$ cat src/rtl/vlq_pkg.sv
package vlq_pkg;

    localparam int LEN_W = 28;
    localparam int GROUP_W = 7;

    typedef enum logic [1:0] {
        PH_IDLE = 2'b01,
        PH_DATA = 2'b10
    } phase_t;

    typedef enum logic [1:0] {
        KIND_LENGTH = 2'd0,
        KIND_BYTE   = 2'd1,
        KIND_ERROR  = 2'd2
    } kind_t;

    typedef enum logic [1:0] {
        ERR_NONE          = 2'd0,
        ERR_END_IN_LENGTH = 2'd1,
        ERR_TOO_LONG      = 2'd2,
        ERR_END_IN_DATA   = 2'd3
    } err_t;

    typedef struct packed {
        phase_t             phase;
        logic [LEN_W-1:0]   accum;
        logic [LEN_W-1:0]   remaining;
    } frame_state_t;

    typedef struct packed {
        logic               valid;
        kind_t              kind;
        logic [LEN_W-1:0]   value;
        err_t               error_code;
        logic               last;
    } result_t;

endpackage

$ cat src/rtl/vlq_length_prefixed_deframer.sv
// Channel | Direction | tdata                      | tuser                              | tlast
// s_      | in        | [7:0] data_byte            | [0] end_of_input                   | -
// m_      | out       | [27:0] value, [31:28] zero | [1:0] kind, [3:2] error_code       | last
//
// One input beat is taken in every cycle while s_tready is high; its result appears
// in the output register on the next cycle.
// Length bytes with the continuation bit set produce an output beat only on an error.
// s_tready drops only while a result waits in the output register and m_tready is low.
// aresetn is synchronous and active low; it returns the parser to idle and empties
// the output register.
module vlq_length_prefixed_deframer #(
    parameter int MAX_LENGTH_BYTES = 4
) (
    input  logic        aclk,
    input  logic        aresetn,
    input  logic        s_tvalid,
    output logic        s_tready,
    input  logic [7:0]  s_tdata,   // [7:0] data_byte
    input  logic [0:0]  s_tuser,   // [0] end_of_input
    output logic        m_tvalid,
    input  logic        m_tready,
    output logic [31:0] m_tdata,   // [27:0] value, [31:28] zero
    output logic [3:0]  m_tuser,   // [1:0] kind, [3:2] error_code
    output logic        m_tlast
);
    import vlq_pkg::*;

    localparam int CNT_W = (MAX_LENGTH_BYTES > 1) ? $clog2(MAX_LENGTH_BYTES) : 1;

    frame_state_t     state_reg, state_next;
    logic [CNT_W-1:0] seen_reg, seen_next;
    result_t          result;
    logic             out_valid_reg;
    kind_t            out_kind_reg;
    logic [LEN_W-1:0] out_value_reg;
    err_t             out_err_reg;
    logic             out_last_reg;
    logic             s_accept;

    assign s_tready = !out_valid_reg || m_tready;
    assign s_accept = s_tvalid && s_tready;

    vlq_step #(
        .MAX_LENGTH_BYTES(MAX_LENGTH_BYTES),
        .CNT_W(CNT_W)
    ) u_step (
        .state_cur   (state_reg),
        .seen_cur    (seen_reg),
        .data_byte   (s_tdata),
        .end_of_input(s_tuser[0]),
        .state_nxt   (state_next),
        .seen_nxt    (seen_next),
        .result      (result)
    );

    always_ff @(posedge aclk) begin
        if (!aresetn) begin
            state_reg     <= '{phase: PH_IDLE, accum: '0, remaining: '0};
            seen_reg      <= '0;
            out_valid_reg <= 1'b0;
        end else begin
            if (s_accept) begin
                state_reg <= state_next;
                seen_reg  <= seen_next;
            end
            if (s_accept && result.valid) begin
                out_valid_reg <= 1'b1;
            end else if (m_tready) begin
                out_valid_reg <= 1'b0;
            end
        end
    end

    always_ff @(posedge aclk) begin
        if (s_accept && result.valid) begin
            out_kind_reg  <= result.kind;
            out_value_reg <= result.value;
            out_err_reg   <= result.error_code;
            out_last_reg  <= result.last;
        end
    end

    assign m_tvalid = out_valid_reg;
    assign m_tdata  = {{(32-LEN_W){1'b0}}, out_value_reg};
    assign m_tuser  = {out_err_reg, out_kind_reg};
    assign m_tlast  = out_last_reg;

`ifndef NO_ASSERTIONS
    // While in payload there is always at least one byte still owed.
    assert property (@(posedge aclk) disable iff (!aresetn)
        (state_reg.phase == PH_DATA) |-> (state_reg.remaining != '0))
        else $error("payload phase with zero bytes remaining");

    // An end-of-input beat always leaves the parser idle with a clean counter.
    assert property (@(posedge aclk) disable iff (!aresetn)
        (s_accept && s_tuser[0]) |=> (state_reg.phase == PH_IDLE && seen_reg == '0))
        else $error("end of input did not return parser to idle");

    // Error beats always close the record and carry a nonzero code.
    assert property (@(posedge aclk) disable iff (!aresetn)
        (out_valid_reg && out_kind_reg == KIND_ERROR)
            |-> (out_last_reg && out_err_reg != ERR_NONE))
        else $error("error beat without last or code");

    // Non-error beats carry no error code.
    assert property (@(posedge aclk) disable iff (!aresetn)
        (out_valid_reg && out_kind_reg != KIND_ERROR) |-> (out_err_reg == ERR_NONE))
        else $error("error code on a non-error beat");
`endif

endmodule

$ cat src/rtl/vlq_step.sv
module vlq_step #(
    parameter int MAX_LENGTH_BYTES = 4,
    parameter int CNT_W = 2
) (
    input  vlq_pkg::frame_state_t state_cur,
    input  logic [CNT_W-1:0]      seen_cur,
    input  logic [7:0]            data_byte,
    input  logic                  end_of_input,
    output vlq_pkg::frame_state_t state_nxt,
    output logic [CNT_W-1:0]      seen_nxt,
    output vlq_pkg::result_t      result
);
    import vlq_pkg::*;

    localparam frame_state_t IdleState = '{phase: PH_IDLE, accum: '0, remaining: '0};

    logic [LEN_W-1:0] accum_shifted;
    logic [LEN_W-1:0] remaining_dec;
    logic [CNT_W:0]   seen_inc;

    assign accum_shifted = {state_cur.accum[LEN_W-GROUP_W-1:0], data_byte[GROUP_W-1:0]};
    assign remaining_dec = state_cur.remaining - LEN_W'(1);
    assign seen_inc      = {1'b0, seen_cur} + (CNT_W+1)'(1);

    always_comb begin
        state_nxt = state_cur;
        seen_nxt  = seen_cur;
        result    = '{valid: 1'b0, kind: KIND_LENGTH, value: '0,
                      error_code: ERR_NONE, last: 1'b0};
        unique case (state_cur.phase)
            PH_DATA: begin
                result.valid = 1'b1;
                if (end_of_input) begin
                    state_nxt         = IdleState;
                    seen_nxt          = '0;
                    result.kind       = KIND_ERROR;
                    result.error_code = ERR_END_IN_DATA;
                    result.last       = 1'b1;
                end else begin
                    result.kind  = KIND_BYTE;
                    result.value = {{(LEN_W-8){1'b0}}, data_byte};
                    if (remaining_dec == '0) begin
                        state_nxt   = IdleState;
                        seen_nxt    = '0;
                        result.last = 1'b1;
                    end else begin
                        state_nxt.remaining = remaining_dec;
                    end
                end
            end
            default: begin
                // Idle, and any stray phase code, gathers length groups.
                if (end_of_input) begin
                    state_nxt         = IdleState;
                    seen_nxt          = '0;
                    result.valid      = 1'b1;
                    result.kind       = KIND_ERROR;
                    result.error_code = ERR_END_IN_LENGTH;
                    result.last       = 1'b1;
                end else if (data_byte[7]) begin
                    if (seen_inc >= (CNT_W+1)'(MAX_LENGTH_BYTES)) begin
                        state_nxt         = IdleState;
                        seen_nxt          = '0;
                        result.valid      = 1'b1;
                        result.kind       = KIND_ERROR;
                        result.error_code = ERR_TOO_LONG;
                        result.last       = 1'b1;
                    end else begin
                        state_nxt.phase = PH_IDLE;
                        state_nxt.accum = accum_shifted;
                        seen_nxt        = seen_inc[CNT_W-1:0];
                    end
                end else begin
                    result.valid = 1'b1;
                    result.kind  = KIND_LENGTH;
                    result.value = accum_shifted;
                    seen_nxt     = '0;
                    if (accum_shifted == '0) begin
                        state_nxt   = IdleState;
                        result.last = 1'b1;
                    end else begin
                        state_nxt.phase     = PH_DATA;
                        state_nxt.accum     = '0;
                        state_nxt.remaining = accum_shifted;
                    end
                end
            end
        endcase
    end

endmodule
$ cat config.mk
export PLATFORM = sky130hd
export DESIGN_NAME = vlq_length_prefixed_deframer
export DESIGN_NICKNAME = d
export VERILOG_FILES = /design/src/rtl/vlq_pkg.sv /design/src/rtl/vlq_length_prefixed_deframer.sv /design/src/rtl/vlq_step.sv
export SDC_FILE = /design/constraint.sdc
export NUM_CORES = 1
export LEC_CHECK = 0
export BUFFER_PORTS_ARGS = -buffer_cell sky130_fd_sc_hd__buf_2
export CAP_MARGIN = 5
export CORE_MARGIN = 4
export CORE_UTILIZATION = 51
export CTS_CLUSTER_SIZE = 10
export DETAILED_ROUTE_END_ITERATION = 10
export HOLD_SLACK_MARGIN = 0.08
export PLACE_DENSITY = 0.83
export SLEW_MARGIN = 5
export SYNTH_ARGS = -nofsm -noshare
export SYNTH_HDL_FRONTEND = slang
export SYNTH_SLANG_ARGS = --single-unit
$ cat constraint.sdc
create_clock -name aclk -period 8 [get_ports aclk]
set_input_delay 0.8 -clock aclk [delete_from_list [all_inputs] [get_ports aclk]]
set_output_delay 0.8 -clock aclk [all_outputs]
set_load 0.01 [all_outputs]
# After elaboration in Yosys (flattened, before gate mapping)
# Cells that the tools add are included.
[word_totals]
inputBits = 13
register_bits = 87
[classes]
n_eq_ne = 3
n_lt_le_gt_ge = 1
addsub = 2
muxes = 33
n_reduce_logical = 9
[ops]
columns = ["op", "n"]
rows = [
  ["58-bit 2-to-1 mux", 5],
  ["28-bit 2-to-1 mux", 5],
  ["28-bit logical NOT", 2],
  ["34-bit 2-to-1 mux", 1],
  ["30-bit 2-to-1 mux", 1],
  ["28-bit by 1-bit subtractor with 28-bit output, second input constant", 1],
  ["2-bit 2-to-1 mux", 9],
  ["3-bit 2-to-1 mux", 5],
  ["8-bit 2-to-1 mux", 1],
  ["1-bit 2-to-1 mux", 6],
  ["4-bit by 1-bit inequality test with 1-bit output, second input constant", 1],
  ["2-bit AND reduction", 2],
  ["2-bit by 1-bit adder with 3-bit output, second input constant", 1],
  ["3-bit greater-or-equal comparator, second input constant", 1],
  ["3-bit by 2-bit inequality test with 1-bit output, second input constant", 1],
  ["2-bit == test, second input constant", 1],
  ["1-bit logical AND", 2],
  ["2-bit nonzero test", 1],
  ["1-bit logical NOT", 1],
  ["1-bit logical OR", 1],
]

# Longest topological paths before layout
[depth]
depth_word = 8
depth_mapped = 11

# Hierarchy
# From an unflattened synthesis, not the netlist that was laid out.
[hier_totals]
hier_cells = 633
area_unflattened_um2 = 5544.1
[by_module_without_submodules]
columns = ["module", "cells_per_inst", "seq_area_each_um2", "area_per_inst_um2", "instances"]
rows = [
  ["vlq_length_prefixed_deframer", 304, 2212.1, 3527.1, 1],
  ["vlq_step", 329, 0.0, 2016.9, 1],
]

# Worst setup path after synthesis
# No wires, ideal clock.
[synth_path]
kind = "input to register"
start = "in m_tready"
end = "reg state_reg[10] (netlist bit)"
n_path_buf = 2
stages = 8
arrival_ps = 3129
setup_slack_ps = 4799
path_cell_list = "nand2b_1 nand2_1 or2_2 clkbuf_1 inv_1 clkbuf_1 o21ai_0 a21oi_1"
[synth_via]
elab_chain_len = 3
[synth_rtl]
columns = ["item", "line", "rtl"]
rows = [
  ["start, declared", "vlq_length_prefixed_deframer.sv:21", "input logic m_tready,"],
  ["1-bit logical OR", "vlq_length_prefixed_deframer.sv:40", "assign s_tready = !out_valid_reg || m_tready;"],
  ["1-bit logical AND", "vlq_length_prefixed_deframer.sv:41", "assign s_accept = s_tvalid && s_tready;"],
  ["2-bit AND reduction (no source line)", "--", ""],
  ["end signal, assigned", "vlq_length_prefixed_deframer.sv:58", "state_reg <= '{phase: PH_IDLE, accum: '0, remaining: '0};"],
  ["end signal, assigned", "vlq_length_prefixed_deframer.sv:63", "state_reg <= state_next;"],
  ["end, declared", "vlq_length_prefixed_deframer.sv:30", "frame_state_t state_reg, state_next;"],
]
# No other way between the ends.
# A chain may end at the register's enable or synchronous reset.

# Final worst setup path
[layout_path]
start = "reg state_reg[0] (netlist bit)"
end = "reg state_reg[45] (netlist bit)"
[layout_via]
elab_chain_len = 4
[layout_rtl]
columns = ["item", "line", "rtl"]
rows = [
  ["28-bit by 1-bit subtractor with 28-bit output", "vlq_step.sv:22", "assign remaining_dec = state_cur.remaining - LEN_W'(1);"],
  ["28-bit logical NOT", "vlq_step.sv:42", "if (remaining_dec == '0) begin"],
  ["3-bit by 2-bit inequality test with 1-bit output (no source line)", "--", ""],
  ["2-bit AND reduction (no source line)", "--", ""],
]
# No other way between the ends.

==> impl_metrics.csv <==
group,metric,value,unit
timing,relSlewSlack,17.4,%
floorplanning,pin_count,52,
route,drc,0,
power_and_ir_drop,switching_share,29.7,%
synthesis,async_flop_share,0,%
timing,rsz0062_at_grt,"false",
status,status,"finished, final reports clean",
global_route,grt_pass1_wl,18.1,mm
critical_path,setup.worst_path.start_class,"flop",
final_layout,final_nets,535,
power_and_ir_drop,clkPwrFrac,31.8,%
timing,max_freq,276,MHz
final_layout,drive_above_1_share,15.3,%
clocking,cts_sinks,87,
critical_path,critPathKind,"flop to flop",
synthesis,ys.flop_type,"dfxtp_1",
route,first_pass_iters,5,
hold_path,worstHoldPathType,"flop to flop",
placement,place_area,4730,µm²
placement,hpwl,7.83,mm
critical_path,critPathRequiredTime,8.30,ns
synthesis,synthCells,494,
clocking,cts_hold_buf,0,
final_layout,antenna-diode-count,0,
synthesis,ys_seq_area_share,45.9,%
synthesis,synth_most_common_cell,"dfxtp_1",
global_route,grt_max_degree,63,
power_and_ir_drop,p_switching,0.268,mW
clocking,clock_path_buffers,2,
power_and_ir_drop,irDropWorstVdd,0.000139,V
route,drtAntennaViolNets,0,
synthesis,synth-seq-cells,87,
clocking,cts_tree,"yes",
synthesis,avgSynthCellArea,9.14,µm²
critical_path,critical_path_arrival,3.92,ns
timing,clock_skew,0.00744,ns
route,via_per_inst,6.17,
global_route,grt_usage,22.3,%
power_and_ir_drop,p_comb_share,15.1,%
floorplanning,die_h,102,µm
synthesis,ys_warn_count,0,
timing,final-setup-viol-count,0,
run,cap_viol_max_count,0,
power_and_ir_drop,power.internal,0.636,mW
global_route,antenna_found_initial,0,
clocking,cts_made_buffers,9,
synthesis,yosysTopAreaCell,"dfxtp_1",
synthesis,synth_area_leaders,"dfxtp_1 (24%), edfxtp_1 (22%), mux2i_1 (6.4%)",
clocking,cts.htree.levels,3,
placement,gp_congestion,0.960,
timing,final.setup.tns,0,ns
placement,io_buffers,47,
final_layout,largest_reg_flops,51,
synthesis,post-synth-top-area-fraction,23.9,%
clocking,cts_resized,0,
global_route,grt-ovfl-total,0,
floorplanning,dieWidth,102,µm
final_layout,final_cell_area,4910,µm²
synthesis,syn_area,4510,µm²
floorplanning,start_util,52.0,%
clocking,clkLatencyLatePin,0.37,ns
route,wire_per_inst,17.8,µm
clocking,root_buffer,"clkbuf_8",
timing,tightest_slew,1.24,ns
final_layout,final_util,56.6,%
power_and_ir_drop,leakagePower,1.82,nW
critical_path,worstPathMaxFanout,25,
final_layout,syn_to_final_growth,8.76,%
floorplanning,core,8680,µm²
route,drt_iter0_drc,430,
clocking,cts_setup_buffers,0,
global_route,grt_pass1_vias,3541,
timing,slew_violations,0,
floorplanning,dieArea,10400,µm²
power_and_ir_drop,finalPower,0.904,mW
synthesis,yosysUniqueCellTypes,59,
power_and_ir_drop,powerDensity,184,nW/µm²
timing,period_minus_slack,3.62,ns
synthesis,yosys-top-cells-count,"dfxtp_1 (54), nand2_1 (50), a21oi_1 (34)",
power_and_ir_drop,p_seq_share,53.2,%
timing,final_hold_viol_count,0,
route,vias,3900,
critical_path,endpoint_kind,"flop",
synthesis,synth-edff-count,33,
floorplanning,num_rows,34,
route,drt-total-wl,11.3,mm
timing,fin_crit_sh,45.3,%
clocking,path_clk_slew,0.09,ns
[stage by stage]
step / hold WS [ns] / cells / worst slack (ns)
floorplan: 0.438 / 497 / 4.80
global placement: 0.445 / 616 / 4.54
detailed placement: 0.461 / 616 / 4.47
CTS: 0.474 / 632 / 4.44
global route: 0.494 / 632 / 4.09
finish: 0.472 / 632 / 4.38
[critical path: stages, from the launching register on]
cell and delay (ns):
dfxtp_1 0.36, inv_1 0.12, ha_1 0.24, nor4b_4 0.49, nand4_2 0.37, or4_4 0.59
xor2_1 0.21, and4_4 0.27, a21oi_4 0.14, nor2_8 0.48, mux2i_1 0.27
[cell families after synthesis]
kind of cell / synth area share, %
flops: 45.9
buf+inv: 5.38
xor+xnor: 1.36
other cells: 0.0831
mux: 6.43
compound gates: 12.3
fa+ha+maj: 0.832
simple gates: 27.7
[worst paths after layout]
path | start | to | depth (start not counted) | slack (ns)
max | state_reg[0] | state_reg[45] | 10 | 4.38
min | state_reg[43] | state_reg[43] | 2 | 0.47
max reg2reg | state_reg[0] | state_reg[45] | 10 | 4.38
min reg2reg | state_reg[43] | state_reg[43] | 2 | 0.47
[power groups by stage]
stage          combinational, mW  clock [mW]  sequential [mW]
5_1_grt                    0.149       0.311            0.482
2_1_floorplan             0.0966           0            0.494
3_3_place_gp               0.131           0            0.490
4_1_cts                    0.134       0.290            0.481
6_report                   0.136       0.288            0.481
3_5_place_dp               0.133           0            0.491
[area by class of cell]
cell class / instances / area (µm²)
Timing Repair Buffer: 50 / 258
Multi-Input combinational cell: 359 / 2220
Inverter: 12 / 45.0
Fill cell: 775 / 3770
Sequential cell: 87 / 2070
Clock inverter: 7 / 55.1
Clock buffer: 9 / 124
Tap cell: 108 / 135
[metal layers]
metal / up-vias / global-route usage, % / share of wire [%] / wire length [µm]
met5: - / 0 / 0 / 0
met4: 0 / 8.07 / 1.9 / 212
met3: 25 / 4.51 / 7.9 / 895
met2: 198 / 37.1 / 49 / 5470
met1: 1833 / 28.9 / 42 / 4700
li1: 1844 / - / - / -
[cells in the final DEF, fill, tap and decap left out, types with 3 or more instances in the layout]
| master | n |
|---|---|
| or4_1 | 3 |
| nor2_1 | 33 |
| and2_1 | 28 |
| or3_1 | 4 |
| buf_2 | 47 |
| inv_1 | 9 |
| ha_1 | 3 |
| nand2b_1 | 10 |
| a21oi_1 | 34 |
| o21ai_0 | 18 |
| nand4_1 | 10 |
| nand3_1 | 30 |
| clkbuf_8 | 9 |
| nor4_1 | 22 |
| buf_4 | 3 |
| a211oi_1 | 3 |
| nand2_1 | 50 |
| edfxtp_1 | 33 |
| xnor2_1 | 5 |
| clkinvlp_4 | 3 |
| o21a_1 | 3 |
| clkinv_1 | 3 |
| o32ai_1 | 3 |
| mux2i_1 | 29 |
| a31oi_1 | 8 |
| nor3_1 | 15 |
| dfxtp_1 | 54 |
| conb_1 | 4 |
No activity file was read; power rests on OpenSTA's default activity.
